[src/rtl/core/cykr_pkg.sv]
// Shared types, constants and the pair-reduction function for the CYK reducer.
`timescale 1ns / 1ps
package cykr_pkg;

	localparam int CYKR_MAX_LEN = 64;
	localparam int NUM_SYMS     = 4;
	localparam int SYM_W        = 2;
	localparam int RULE_W       = NUM_SYMS * NUM_SYMS;
	localparam int CFG_IDX_W    = 2;

	localparam logic [CFG_IDX_W-1:0] REG_RULES_TO_B = 2'd0;
	localparam logic [CFG_IDX_W-1:0] REG_RULES_TO_R = 2'd1;
	localparam logic [CFG_IDX_W-1:0] REG_RULES_TO_Y = 2'd2;
	localparam logic [CFG_IDX_W-1:0] REG_RULES_TO_W = 2'd3;

	typedef logic [NUM_SYMS-1:0]              sym_set_t;
	typedef logic [NUM_SYMS-1:0][RULE_W-1:0]  rule_bank_t;

	typedef enum logic [1:0] {
		ST_LOAD,
		ST_ISSUE,
		ST_DRAIN,
		ST_RESULT
	} ctrl_state_t;

	typedef struct packed {
		logic     done;
		sym_set_t reachable;
		logic     overflow;
	} cykr_result_t;

	// Every product reachable from any left/right symbol pair of the two sets.
	function automatic sym_set_t cykr_combine(sym_set_t left, sym_set_t right,
			rule_bank_t rules);
		sym_set_t res;
		res = '0;
		for (int a = 0; a < NUM_SYMS; a++) begin
			for (int b = 0; b < NUM_SYMS; b++) begin
				for (int p = 0; p < NUM_SYMS; p++) begin
					if (left[a] && right[b] && rules[p][a*NUM_SYMS + b])
						res[p] = 1'b1;
				end
			end
		end
		return res;
	endfunction

endpackage

[src/rtl/core/cykr_ctrl.sv]
// Symbol loader and interval-fill sequencer driving the table memory.
`timescale 1ns / 1ps
module cykr_ctrl import cykr_pkg::*; #(
	parameter int MAX_LEN = CYKR_MAX_LEN,
	parameter int IW      = (MAX_LEN > 1) ? $clog2(MAX_LEN) : 1
) (
	input  logic            clk,
	input  logic            arst_n,
	input  logic            in_valid,
	output logic            in_ready,
	input  logic [SYM_W-1:0] symbol,
	input  logic            is_last,
	input  rule_bank_t      rules,
	input  logic            out_free,
	output cykr_result_t    res,
	output logic            mem_we,
	output logic [2*IW-1:0] mem_waddr,
	output sym_set_t        mem_wdata,
	output logic [2*IW-1:0] mem_raddr_a,
	output logic [2*IW-1:0] mem_raddr_b,
	input  sym_set_t        mem_rdata_a,
	input  sym_set_t        mem_rdata_b
);

	localparam int CW = $clog2(MAX_LEN + 1);
	localparam int EW = CW + 1;
	localparam logic [CW-1:0] MAX_CNT = CW'(MAX_LEN);

	ctrl_state_t   state_q, state_d;
	logic [CW-1:0] cnt_q, len_q;
	logic          ovf_q;
	logic [IW-1:0] l_q, k_q;
	logic          rvalid_s1;
	sym_set_t      acc_q;
	sym_set_t      res_reach_q;
	logic          res_ovf_q;

	logic          accept;
	logic          room;
	logic          ovf_now;
	logic [EW-1:0] r_full;
	logic [EW-1:0] end_full;
	logic [IW-1:0] r_idx;
	logic [IW-1:0] k_next;
	logic          last_split;
	logic          last_of_len;
	logic          fill_done;
	sym_set_t      acc_next;

	assign accept      = in_valid && in_ready;
	assign room        = (cnt_q < MAX_CNT);
	assign ovf_now     = ovf_q || !room;
	assign end_full    = EW'(l_q) + EW'(len_q);
	assign r_full      = end_full - EW'(1);
	assign r_idx       = r_full[IW-1:0];
	assign k_next      = k_q + IW'(1);
	assign last_split  = (k_next == r_idx);
	assign last_of_len = (end_full == EW'(cnt_q));
	assign fill_done   = last_of_len && (len_q == cnt_q);
	assign acc_next    = rvalid_s1 ? (acc_q | cykr_combine(mem_rdata_a, mem_rdata_b, rules))
	                               : acc_q;

	always_comb begin
		state_d = state_q;
		unique case (state_q)
			ST_LOAD: begin
				if (accept && is_last)
					state_d = (ovf_now || cnt_q == '0) ? ST_RESULT : ST_ISSUE;
			end
			ST_ISSUE: begin
				if (last_split)
					state_d = ST_DRAIN;
			end
			ST_DRAIN: begin
				state_d = fill_done ? ST_RESULT : ST_ISSUE;
			end
			ST_RESULT: begin
				if (out_free)
					state_d = ST_LOAD;
			end
			default: state_d = ST_LOAD;
		endcase
	end

	always_comb begin
		in_ready    = 1'b0;
		mem_we      = 1'b0;
		mem_waddr   = {l_q, r_idx};
		mem_wdata   = acc_next;
		mem_raddr_a = {l_q, k_q};
		mem_raddr_b = {k_next, r_idx};
		res         = '{done: 1'b0, reachable: res_reach_q, overflow: res_ovf_q};
		unique case (state_q)
			ST_LOAD: begin
				in_ready  = 1'b1;
				mem_we    = accept && room;
				mem_waddr = {cnt_q[IW-1:0], cnt_q[IW-1:0]};
				mem_wdata = sym_set_t'(1) << symbol;
			end
			ST_ISSUE: ;
			ST_DRAIN: mem_we = 1'b1;
			ST_RESULT: res.done = out_free;
			default: ;
		endcase
	end

	always_ff @(posedge clk or negedge arst_n) begin
		if (!arst_n) begin
			state_q   <= ST_LOAD;
			cnt_q     <= '0;
			ovf_q     <= 1'b0;
			rvalid_s1 <= 1'b0;
		end else begin
			state_q   <= state_d;
			rvalid_s1 <= (state_q == ST_ISSUE);
			if (state_q == ST_LOAD && accept) begin
				if (is_last && (ovf_now || cnt_q == '0)) begin
					cnt_q <= '0;
					ovf_q <= 1'b0;
				end else if (room) begin
					cnt_q <= cnt_q + CW'(1);
				end else begin
					ovf_q <= 1'b1;
				end
			end
			if (state_q == ST_DRAIN && fill_done)
				cnt_q <= '0;
		end
	end

	// Datapath counters and accumulator; sequenced by the state register.
	always_ff @(posedge clk) begin
		unique case (state_q)
			ST_LOAD: begin
				if (accept && is_last) begin
					len_q       <= CW'(2);
					l_q         <= '0;
					k_q         <= '0;
					acc_q       <= '0;
					res_ovf_q   <= ovf_now;
					res_reach_q <= ovf_now ? sym_set_t'(0) : (sym_set_t'(1) << symbol);
				end
			end
			ST_ISSUE: begin
				acc_q <= acc_next;
				if (!last_split)
					k_q <= k_next;
			end
			ST_DRAIN: begin
				acc_q <= '0;
				if (fill_done) begin
					res_reach_q <= acc_next;
					res_ovf_q   <= 1'b0;
				end else if (last_of_len) begin
					len_q <= len_q + CW'(1);
					l_q   <= '0;
					k_q   <= '0;
				end else begin
					l_q <= l_q + IW'(1);
					k_q <= l_q + IW'(1);
				end
			end
			ST_RESULT: ;
			default: ;
		endcase
	end

endmodule

[config.mk]
export PLATFORM = sky130hd
export DESIGN_NAME = cykr_ctrl
export DESIGN_NICKNAME = d
export VERILOG_FILES = /design/src/rtl/core/cykr_pkg.sv /design/src/rtl/core/cykr_ctrl.sv
export SDC_FILE = /design/constraint.sdc
export NUM_CORES = 1
export LEC_CHECK = 0
export BUFFER_PORTS_ARGS = -buffer_cell sky130_fd_sc_hd__buf_2
export CAP_MARGIN = 40
export CORE_ASPECT_RATIO = 0.7
export CORE_MARGIN = 4
export CORE_UTILIZATION = 40
export CTS_CLUSTER_DIAMETER = 30
export DETAILED_ROUTE_END_ITERATION = 12
export PLACE_DENSITY = 0.67
export SLEW_MARGIN = 10
export SYNTH_ARGS = -nofsm -noshare
export SYNTH_HDL_FRONTEND = slang
export SYNTH_SLANG_ARGS = --single-unit
[constraint.sdc]
create_clock -name clk -period 3.9 [get_ports clk]
set_input_delay 0.195 -clock clk [delete_from_list [all_inputs] [get_ports clk]]
set_output_delay 0.195 -clock clk [all_outputs]
set_load 0.05 [all_outputs]
==> flow_summary_export.csv <==
group,metric,value,unit
outcome,status,"complete, no violations",
sta,fin_crit,3520,ps
sta,rsz0062_at_grt,"false",
critical_path,crit_chain,"ha_1 > fa_1 > xnor2_2 > nand3_1 > nor3_2 > xor3_1 > and4bb_1 > a2111oi_2 > buf_4",
synthesis,syn_nets,467,
route,wl,10.7,mm
critical_path,crit_required,3900,ps
clock_tree,clockBufferDepth,2,
cells_and_area,areaGrowthSynthToFinish,25.2,%
clock_tree,clock_sinks,39,
sta,hold_ws,168,ps
cells_and_area,nets,585,
route,ant_nets,0,
critical_path,crit_path_end_kind,"register",
critical_path,slowest_stage,"edfxtp_1",
route,dr.pass1.iters,4,
route,avgViaCountPerCell,5.74,
clock_tree,htree_levels,2,
sta,hold_viol,0,
critical_path,startpoint_type,"register",
clock_tree,clockRootBuffer,"clkbuf_16",
cells_and_area,antenna_cells,0,
synthesis,syn_inst,370,
global_routing,antenna_found_initial,0,
clock_tree,cts.reportedPaths.clkPinSlew,60,ps
sta,relSlewSlack,0.652,
placed_design,place_hpwl,8.35,mm
sta,tns,0,ps
global_routing,first_global_vias,3307,
route,wl_met2,4.88,mm
route,drc,0,
cells_and_area,fin_area,4280,um^2
clock_tree,cts_resized,0,
synthesis,yosys-top-cells-area,"edfxtp_1 25%, dfrtp_1 8.0%, xnor2_1 6.9%",
clock_tree,clkLatencyLatePin,280,ps
critical_path,worstPathArrival,3510,ps
floorplanning,ios,127,
critical_path,critPathMaxStageDelay,480,ps
route,routed-wl-met3,768,um
synthesis,ys_ff_latch,39,
clock_tree,cts_buffers,5,
floorplanning,rows,27,
route,top_layer,"met4",
synthesis,avgSynthCellArea,9.24,um^2
floorplanning,core_area,8070,um^2
placed_design,finalWeightedCongestion,0.893,
synthesis,synth_top_area_share,0.246,
sta,fin_crit_sh,0.902,
sta,fmax,0.284,GHz
job,max-cap-violations,0,
synthesis,seq_area_frac_synth,0.326,
global_routing,grt_first_pass_wirelength,17.1,mm
clock_tree,cts_tree,"done",
synthesis,synthFlopType,"edfxtp_1",
route,wl_met1,4.90,mm
route,drtIter0Drc,244,
sta,worst_pin_slew,523,ps
sta,drv_slew,0,
floorplanning,initial_utilization,0.424,
synthesis,synth.distinct_cells,66,
cells_and_area,drive_gt1_frac,0.333,
synthesis,netlist_area,3420,um^2
global_routing,grt-ovfl-total,0,
global_routing,track_usage,0.210,
route,via_count,3385,
synthesis,synth_edf_count,28,
global_routing,grt_max_degree,33,
synthesis,synth_warnings,0,
hold_path,min_path_type,"input port to register",
placed_design,port_buffers,126,
synthesis,synth_top_cell_by_area,"edfxtp_1",
sta,finalSetupViolations,0,
floorplanning,die_w,119,um
placed_design,dpl_cell_area,4130,um^2
synthesis,synthArstFlopShare,0.282,
route,wire_per_inst,18.2,um
critical_path,crit_type,"register to register",
sta,skew,3.51,ps
critical_path,crit_fanout,6,
floorplanning,die-area,10100,um^2
floorplanning,die_h,85.4,um
[cell usage after synthesis, types with 8 or more instances]
library cell  count
inv_1            16
xnor2_1          27
edfxtp_1         28
dfrtp_1          11
nand3_1          21
nand2_1          20
a22o_1           16
clkbuf_1         16
ha_1             17
a22oi_1          13
a31oi_1           8
a21oi_1          17
o21ai_0          13
mux2_2            8
xor2_1           11
nor2b_1           8
nor2_1           30
[placed cells by master (no fill, tap or decap), types with 4 or more instances in the layout]
| cell | synthesis | final |
|---|---|---|
| a21oi_1 | 17 | 17 |
| a22o_1 | 16 | 16 |
| a22oi_1 | 13 | 13 |
| a31oi_1 | 8 | 8 |
| and2_1 | 7 | 7 |
| and3_1 | 7 | 7 |
| buf_2 | 2 | 127 |
| buf_4 | 2 | 6 |
| clkbuf_16 | 0 | 5 |
| dfrtp_1 | 11 | 11 |
| edfxtp_1 | 28 | 28 |
| ha_1 | 17 | 17 |
| inv_1 | 16 | 16 |
| mux2_2 | 8 | 8 |
| mux2i_1 | 4 | 4 |
| nand2_1 | 20 | 20 |
| nand3_1 | 21 | 21 |
| nand4_1 | 5 | 5 |
| nor2_1 | 30 | 30 |
| nor2b_1 | 8 | 8 |
| nor3_1 | 5 | 5 |
| o21ai_0 | 13 | 13 |
| o31ai_1 | 5 | 5 |
| xnor2_1 | 27 | 26 |
| xor2_1 | 11 | 11 |
[timing repair]
action                                 in CTS  in global routing
buffers inserted                            0                  0
endpoints found under the hold margin      11                  0
hold buffers                                1                  0
[final cells by class]
type                            instances  area, um^2
Clock buffer                            6         129
Clock inverter                          2        12.5
Fill cell                             740        3790
Inverter                               17        63.8
Multi-Input combinational cell        291        2140
Sequential cell                        39        1120
Tap cell                              101         126
Timing Repair Buffer                  134         691
[metal layers]
metal,global-route usage,vias to the layer above
li1,-,1604
met1,0.298,1619
met2,0.330,148
met3,0.0393,14
met4,0.0547,0
met5,0,-
[critical path, delay by kind of cell (launching register included)]
family                   cells  cell delay (ps)
XOR/XNOR                     2              730
AND/OR/NAND/NOR              3              730
adder cells (fa/ha/maj)      2              700
flip-flops                   1              480
AO/OA/AOI/OAI                1              370
buffers and inverters        1              220
[path summary, 6_finish.rpt]
path | start | depth (start not counted) | slack, ps | endpoint
max | len_q[0]$_SDFFCE_PN0P_ | 9 | 380 | k_q[3]$_DFFE_PP_
min | is_last | 2 | 170 | ovf_q$_DFFE_PN0P_
max reg2reg | len_q[0]$_SDFFCE_PN0P_ | 9 | 380 | k_q[3]$_DFFE_PP_
min reg2reg | acc_q[1]$_SDFFCE_PN0P_ | 2 | 590 | acc_q[1]$_SDFFCE_PN0P_
max in group asynchronous | arst_n | 2 | 3340 | cnt_q[5]$_DFFE_PN0P_
min in group asynchronous | arst_n | 2 | 330 | cnt_q[2]$_DFFE_PN0P_
[registers in the layout (all words and copies together), names as in the netlist]
| register | flops |
|---|---|
| ovf_q | 1 |
| res_reach_q | 4 |
| cnt_q | 7 |
| l_q | 6 |
| k_q | 6 |
| res_ovf_q | 1 |
| acc_q | 4 |
| rvalid_s1 | 1 |
| len_q | 7 |
| state_q | 2 |
[cell families (layout without fill, tap and decap cells)]
family                   after synthesis  count (layout)  synth area share
AND/OR/NAND/NOR                      121             121             0.190
flip-flops                            39              39             0.326
buffers and inverters                 40             159            0.0490
AO/OA/AOI/OAI                         98              98             0.208
XOR/XNOR                              42              42             0.120
multiplexers                          12              12            0.0381
adder cells (fa/ha/maj)               18              18            0.0681
[stage by stage]
stage | utilization | worst slack (ps) | std cells
floorplan | - | 210 | 370
global placement | 0.511 | 606 | 580
detailed placement | 0.512 | 450 | 581
CTS | 0.530 | 396 | 590
global route | 0.530 | 252 | 590
finish | 0.530 | 384 | 590
Power is left out: the tool's default activity adds up to more than one toggle a clock period on the data nets, which glitch-free logic cannot reach.
